<file path="src/hdl/bhq_pkg.sv">
// shared types, constants and helpers for the binary max heap queue
`timescale 1ns / 1ps
`default_nettype none

package bhq_pkg;

    localparam int CAPACITY   = 64;
    localparam int DATA_WIDTH = 32;
    localparam int COUNT_W    = $clog2(CAPACITY + 1);

    typedef logic signed [DATA_WIDTH-1:0] key_t;
    typedef logic [COUNT_W-1:0]           count_t;

    typedef enum logic
    {
        KIND_PUSH = 1'b0,
        KIND_POP  = 1'b1
    } kind_t;

    typedef enum logic [1:0]
    {
        ST_OK    = 2'd0,
        ST_EMPTY = 2'd1,
        ST_FULL  = 2'd2
    } status_t;

    // operation broadcast to every cell of the row
    typedef struct packed
    {
        logic push;
        logic pop;
        key_t key;
    } cell_ctrl_t;

    // signed resize in either direction
    function automatic key_t to_key(logic signed [31:0] v);
        return key_t'(v);
    endfunction

    function automatic logic signed [31:0] from_key(key_t k);
        return 32'(k);
    endfunction

endpackage

`default_nettype wire

</file>
<file path="src/hdl/bhq_cell.sv">
// one slot of the sorted row: holds a value and shifts with its neighbors
`timescale 1ns / 1ps
`default_nettype none

module bhq_cell
(
    input  wire                       clk,
    input  wire                       rst_n,
    input  wire bhq_pkg::cell_ctrl_t  ctrl,
    input  wire                       prev_valid,
    input  wire                       prev_gt,
    input  wire bhq_pkg::key_t        prev_data,
    input  wire                       next_valid,
    input  wire bhq_pkg::key_t        next_data,
    output logic                      valid,
    output bhq_pkg::key_t             data,
    output logic                      gt,
    output logic                      valid_next,
    output bhq_pkg::key_t             data_next
);

    logic          valid_reg;
    bhq_pkg::key_t data_reg;

    // the new key belongs at or before this slot
    assign gt = !valid_reg || (ctrl.key > data_reg);

    always_comb
    begin
        valid_next = valid_reg;
        data_next  = data_reg;
        if (ctrl.push)
        begin
            valid_next = valid_reg || prev_valid;
            if (gt)
            begin
                data_next = prev_gt ? prev_data : ctrl.key;
            end
        end
        else if (ctrl.pop)
        begin
            valid_next = next_valid;
            data_next  = next_data;
        end
    end

    always_ff @(posedge clk or negedge rst_n)
    begin
        if (!rst_n)
        begin
            valid_reg <= 1'b0;
        end
        else
        begin
            valid_reg <= valid_next;
        end
    end

    always_ff @(posedge clk)
    begin
        data_reg <= data_next;
    end

    assign valid = valid_reg;
    assign data  = data_reg;

endmodule

`default_nettype wire

</file>
<file path="config.mk">
export PLATFORM = sky130hd
export DESIGN_NAME = bhq_cell
export DESIGN_NICKNAME = d
export VERILOG_FILES = /design/src/hdl/bhq_pkg.sv /design/src/hdl/bhq_cell.sv
export SDC_FILE = /design/constraint.sdc
export NUM_CORES = 1
export LEC_CHECK = 0
export ABC_AREA = 1
export BUFFER_PORTS_ARGS = -buffer_cell sky130_fd_sc_hd__buf_2
export CORE_ASPECT_RATIO = 0.7
export CORE_MARGIN = 2
export CORE_UTILIZATION = 52
export CTS_BUF_LIST = sky130_fd_sc_hd__clkbuf_4
export DETAILED_ROUTE_END_ITERATION = 7
export MAX_ROUTING_LAYER = met4
export PLACE_DENSITY = 0.9
export SLEW_MARGIN = 0
export SYNTH_ARGS = -nofsm -noshare
export SYNTH_HDL_FRONTEND = slang
export SYNTH_SLANG_ARGS = --single-unit
</file>
<file path="constraint.sdc">
create_clock -name clk -period 3.1 [get_ports clk]
set_input_delay 0.465 -clock clk [delete_from_list [all_inputs] [get_ports clk]]
set_output_delay 0.465 -clock clk [all_outputs]
set_load 0.02 [all_outputs]
</file>
-- Yosys cells after proc, flatten, opt, wreduce, memory -nomap -nowiden
Index checks and enable logic that the tools add are counted.
- $lt $le $gt $ge: 1
- mux-type cells: 6
- reduce and logical (&&, ||, !) cells: 3
- operators by type and width (kind ; count):
    32-bit 2-to-1 mux ; 4
    32-bit greater-than comparator ; 1
    1-bit logical OR ; 2
    1-bit 2-to-1 mux ; 2
    1-bit zero test ; 1
- bits in registers: 33
- input port bits: 103
- output and inout port bits: 67
- word-level logic and storage cells: 12

-- Logic depth before layout (Yosys ltp)
- depth in word-level cells: 4
- depth in mapped cells: 21
- depth with buffers taken out: 20

-- Least setup slack after synthesis
Ideal clock, no wire load.
- path type: register to output
- start point: register data_reg[21], in the netlist data[21]
- end point: output data_next[11]
- arrival time: 2040 ps
- data required time: 2635 ps
- setup slack: 595 ps
- cell stages (with the launch flop): 17
- buffers on the path: 1
- cell sequence: dfxtp_1 -> inv_1 -> ha_1 -> a21oi_1 -> nor2_1 -> nor2_2 -> nand3_2 -> a21oi_4 -> nand2_1 -> nand2_1 -> nand2_2 -> nand2_4 -> nand2_8 -> buf_12 -> nand2_2 -> nand3_2 -> nand2_1
- longest elaborated chain between the ends: 4
- RTL lines (item ; line ; text):
    start, declared ; bhq_cell.sv:23 ; bhq_pkg::key_t data_reg;
    start signal, assigned ; bhq_cell.sv:61 ; data_reg <= data_next;
    32-bit greater-than comparator ; bhq_cell.sv:26 ; assign gt = !valid_reg || (ctrl.key > data_reg);
    1-bit logical OR ; bhq_cell.sv:26 ;
    32-bit 2-to-1 mux ; bhq_cell.sv:35 ; if (gt)
    32-bit 2-to-1 mux ; bhq_cell.sv:32 ; if (ctrl.push)
    end, declared ; bhq_cell.sv:19 ; output bhq_pkg::key_t data_next
Every way passes these cells.

-- Final worst setup path
- start point: register data_reg[5], in the netlist data[5]
- end point: output data_next[31]
The elaborated chain is that of the path after synthesis.

==> flow_metrics.env <==
export IMPL_outcome="finished, violations left"
export IMPL_violations="negative setup slack"
export IMPL_relSlewSlack_pct=4.99
export IMPL_final_util_pct=83.5
export IMPL_fin_crit_ns=3.18
export IMPL_yosys_warnings=0
export IMPL_switching_power_mw=1.43
export IMPL_power_mw=2.87
export IMPL_fin_skew_ns=0.0168
export IMPL_ir_drop_v=0.000305
export IMPL_clock_path_buffers=2
export IMPL_routed_via_density=5.68
export IMPL_numPortBuffers=169
export IMPL_powerDensity_nw_per_um2=552
export IMPL_syn_area_per_cell_um2=7.59
export IMPL_cp_data_required_time_ns=2.63
export IMPL_hold_path_class="input pin to flop"
export IMPL_drc=0
export IMPL_largest_reg_flops=32
export IMPL_switching_share_pct=49.9
export IMPL_grt_pass1_vias=3586
export IMPL_drt_wl_total_um=12600
export IMPL_cts_tree="built"
export IMPL_rsz0062_at_grt="true"
export IMPL_clockRootBuffer="clkbuf_4"
export IMPL_critPathKind="flop to output port"
export IMPL_setup_ws_ns=-0.0788
export IMPL_p_leak_nw=2.58
export IMPL_avgRoutedWirePerCell_um=18.1
export IMPL_synth_seq_cells=33
export IMPL_antennaDiodeCount=0
export IMPL_nNetsFinal=756
export IMPL_place_congestion=0.871
export IMPL_cts_sinks=33
export IMPL_synth_edf_count=0
export IMPL_drv_cap=0
export IMPL_use_met1_pct=34.0
export IMPL_seq_power_share_pct=20.8
export IMPL_crit_path_start_kind="flop"
export IMPL_global_route_peak_usage_layer="met2"
export IMPL_grt_max_degree=33
export IMPL_postRouteAntennaNets=0
export IMPL_p_clk_share_pct=9.0
export IMPL_grtUsageMet3_pct=4.35
export IMPL_layout_commonest_cell="buf_2"
export IMPL_p_int_mw=1.44
export IMPL_grt_pass1_wl_um=16100
export IMPL_mostFrequentLayoutCells="137 x buf_2, 70 x nand2_2, 49 x nand3_2"
export IMPL_setup_viol=29
export IMPL_synth_nets=576
export IMPL_max_freq_mhz=315
export IMPL_whs_ns=0.366
export IMPL_min_period_over_period_pct=103
export IMPL_drive_gt1_share_pct=63.9
export IMPL_synth_area_um2=3350
export IMPL_die_y_um=71.1
export IMPL_yosysTopAreaCell="dfxtp_1"
export IMPL_firstDrtPassIters=5
export IMPL_critPathMaxFanout=8
export IMPL_ys_seq_area_share_pct=19.9
export IMPL_dp_slack_ns=0.142
export IMPL_die_width_um=99.9
export IMPL_clk_pin_slew_ns=0.12
export IMPL_worstPathArrival_ns=2.71
export IMPL_fp_dieArea_um2=7100
export IMPL_route_vias_total=3968
export IMPL_grt_met2_usage_pct=49.7
export IMPL_synthTopCellsByArea="dfxtp_1 19%, ha_1 12%, nand2_2 9.3%"
export IMPL_cts_htree_levels=2
export IMPL_gr_total_overflow=0
export IMPL_initial_core_util_pct=53.8
export IMPL_ios=170
export IMPL_synth_cell_types=31
export IMPL_track_usage_pct=28.7
export IMPL_pwr_share_comb_pct=70.2
export IMPL_hpwlAfterDp_um=7810
export IMPL_core_area_um2=6220
export IMPL_netlist_area_leader_share_pct=19.1
export IMPL_postSynthCellCount=441
export IMPL_cts_buffers=5
export IMPL_final_max_slew_viol_count=0
export IMPL_rows=24
export IMPL_cp_end_kind="output port"
export IMPL_clock_latency_ns=0.35
export IMPL_first_iter_violations=226
export IMPL_hold_violations=0
export IMPL_synth_top_flop_cell="dfxtp_1"
export IMPL_area_growth_pct=55.1
export IMPL_async_flop_share_pct=3.03
export IMPL_antenna_found_initial=0
export IMPL_worst_slew_pin_slew_ns=1.43
export IMPL_tns_ns=-1.22
## synthesized netlist by cell type (3+ instances only)
library cell / number
a21oi_1: 45
o21ai_0: 35
nor2_1: 12
buf_12: 3
nand2_2: 50
ha_1: 32
nand2_1: 54
buf_1: 3
buf_4: 3
dfxtp_1: 32
dlygate4sd1_1: 3
buf_2: 4
inv_1: 41
nand3_2: 31
mux2i_1: 31
nand3_1: 36
clkbuf_8: 4
clkbuf_1: 4
nor2_2: 3
## stage by stage
step	cells	cell area, um2
after global routing	699	5190
after global placement	669	4130
after detailed placement	669	4130
final	699	5190
after CTS	678	4200
after floorplan	441	3350
## per-layer routing
layer  share of wire (%)  up-vias  routed length, um
met4                 2.5        0                317
met2                  51      231               6400
met3                 8.3       38               1050
li1                    -     1855                  -
met5                   0        -                  0
met1                  39     1844               4860
## cell type report
type	count	area (um2)
clock inverters	1	3.75
inverters	43	166
fillers	398	1030
well taps	78	97.6
clock buffers	6	45.0
flip-flops and latches	33	687
repair buffers	196	1320
multi-input cells	342	2880
## repair_timing
action | 4_1_cts | 5_1_grt
gates resized for setup | 2 | 183
setup buffers | 0 | 14
setup endpoints to repair | 24 | 33
hold buffers | 1 | 0
pin swaps | 0 | 48
cloned | 1 | 7
hold endpoints to repair | 1 | 0
## cells by family after synthesis
logic type | share of synthesized area (%)
and+or+nand+nor | 33.3
AOI/OAI and AO/OA | 13.2
buffers and inverters | 12.4
DFF | 19.9
adders and majority gates | 12.0
muxes | 9.27
## worst paths after layout
kind	from	end	slack, ns	cells past startpoint
worst max-delay path	data[5]	data_next[31]	-0.08	18
worst max register to register	data[5]	data[12]	0.65	18
worst min register to register	data[15]	data[15]	0.63	4
worst min-delay path	next_data[26]	data[26]	0.37	3
min in group asynchronous	rst_n	valid	0.42	2
max in group asynchronous	rst_n	valid	2.60	2
## power groups by stage
stage	clock, mW	sequential [mW]	combinational, mW
after CTS	0.257	0.569	1.39
after floorplan	0	0.675	0.914
after global routing	0.270	0.605	2.15
after global placement	0	0.571	1.32
after detailed placement	0	0.577	1.37
final	0.259	0.596	2.01
## critical path, stage by stage (launching register included)
cell and delay, ns:
dfxtp_1 0.33, inv_1 0.14, ha_4 0.23, a21oi_2 0.15, nor2_1 0.06, nor2_1 0.13, nand2_1 0.08, nand2_1 0.06
nand2_1 0.08, nand2_2 0.11, nand2_2 0.06, nand2_2 0.09, nand2_4 0.10, nand2_8 0.14, buf_12 0.14, nand3_1 0.11
nand3_2 0.14, nand2_2 0.06, buf_6 0.14
Note: power is estimated with default switching activity, not from simulation.
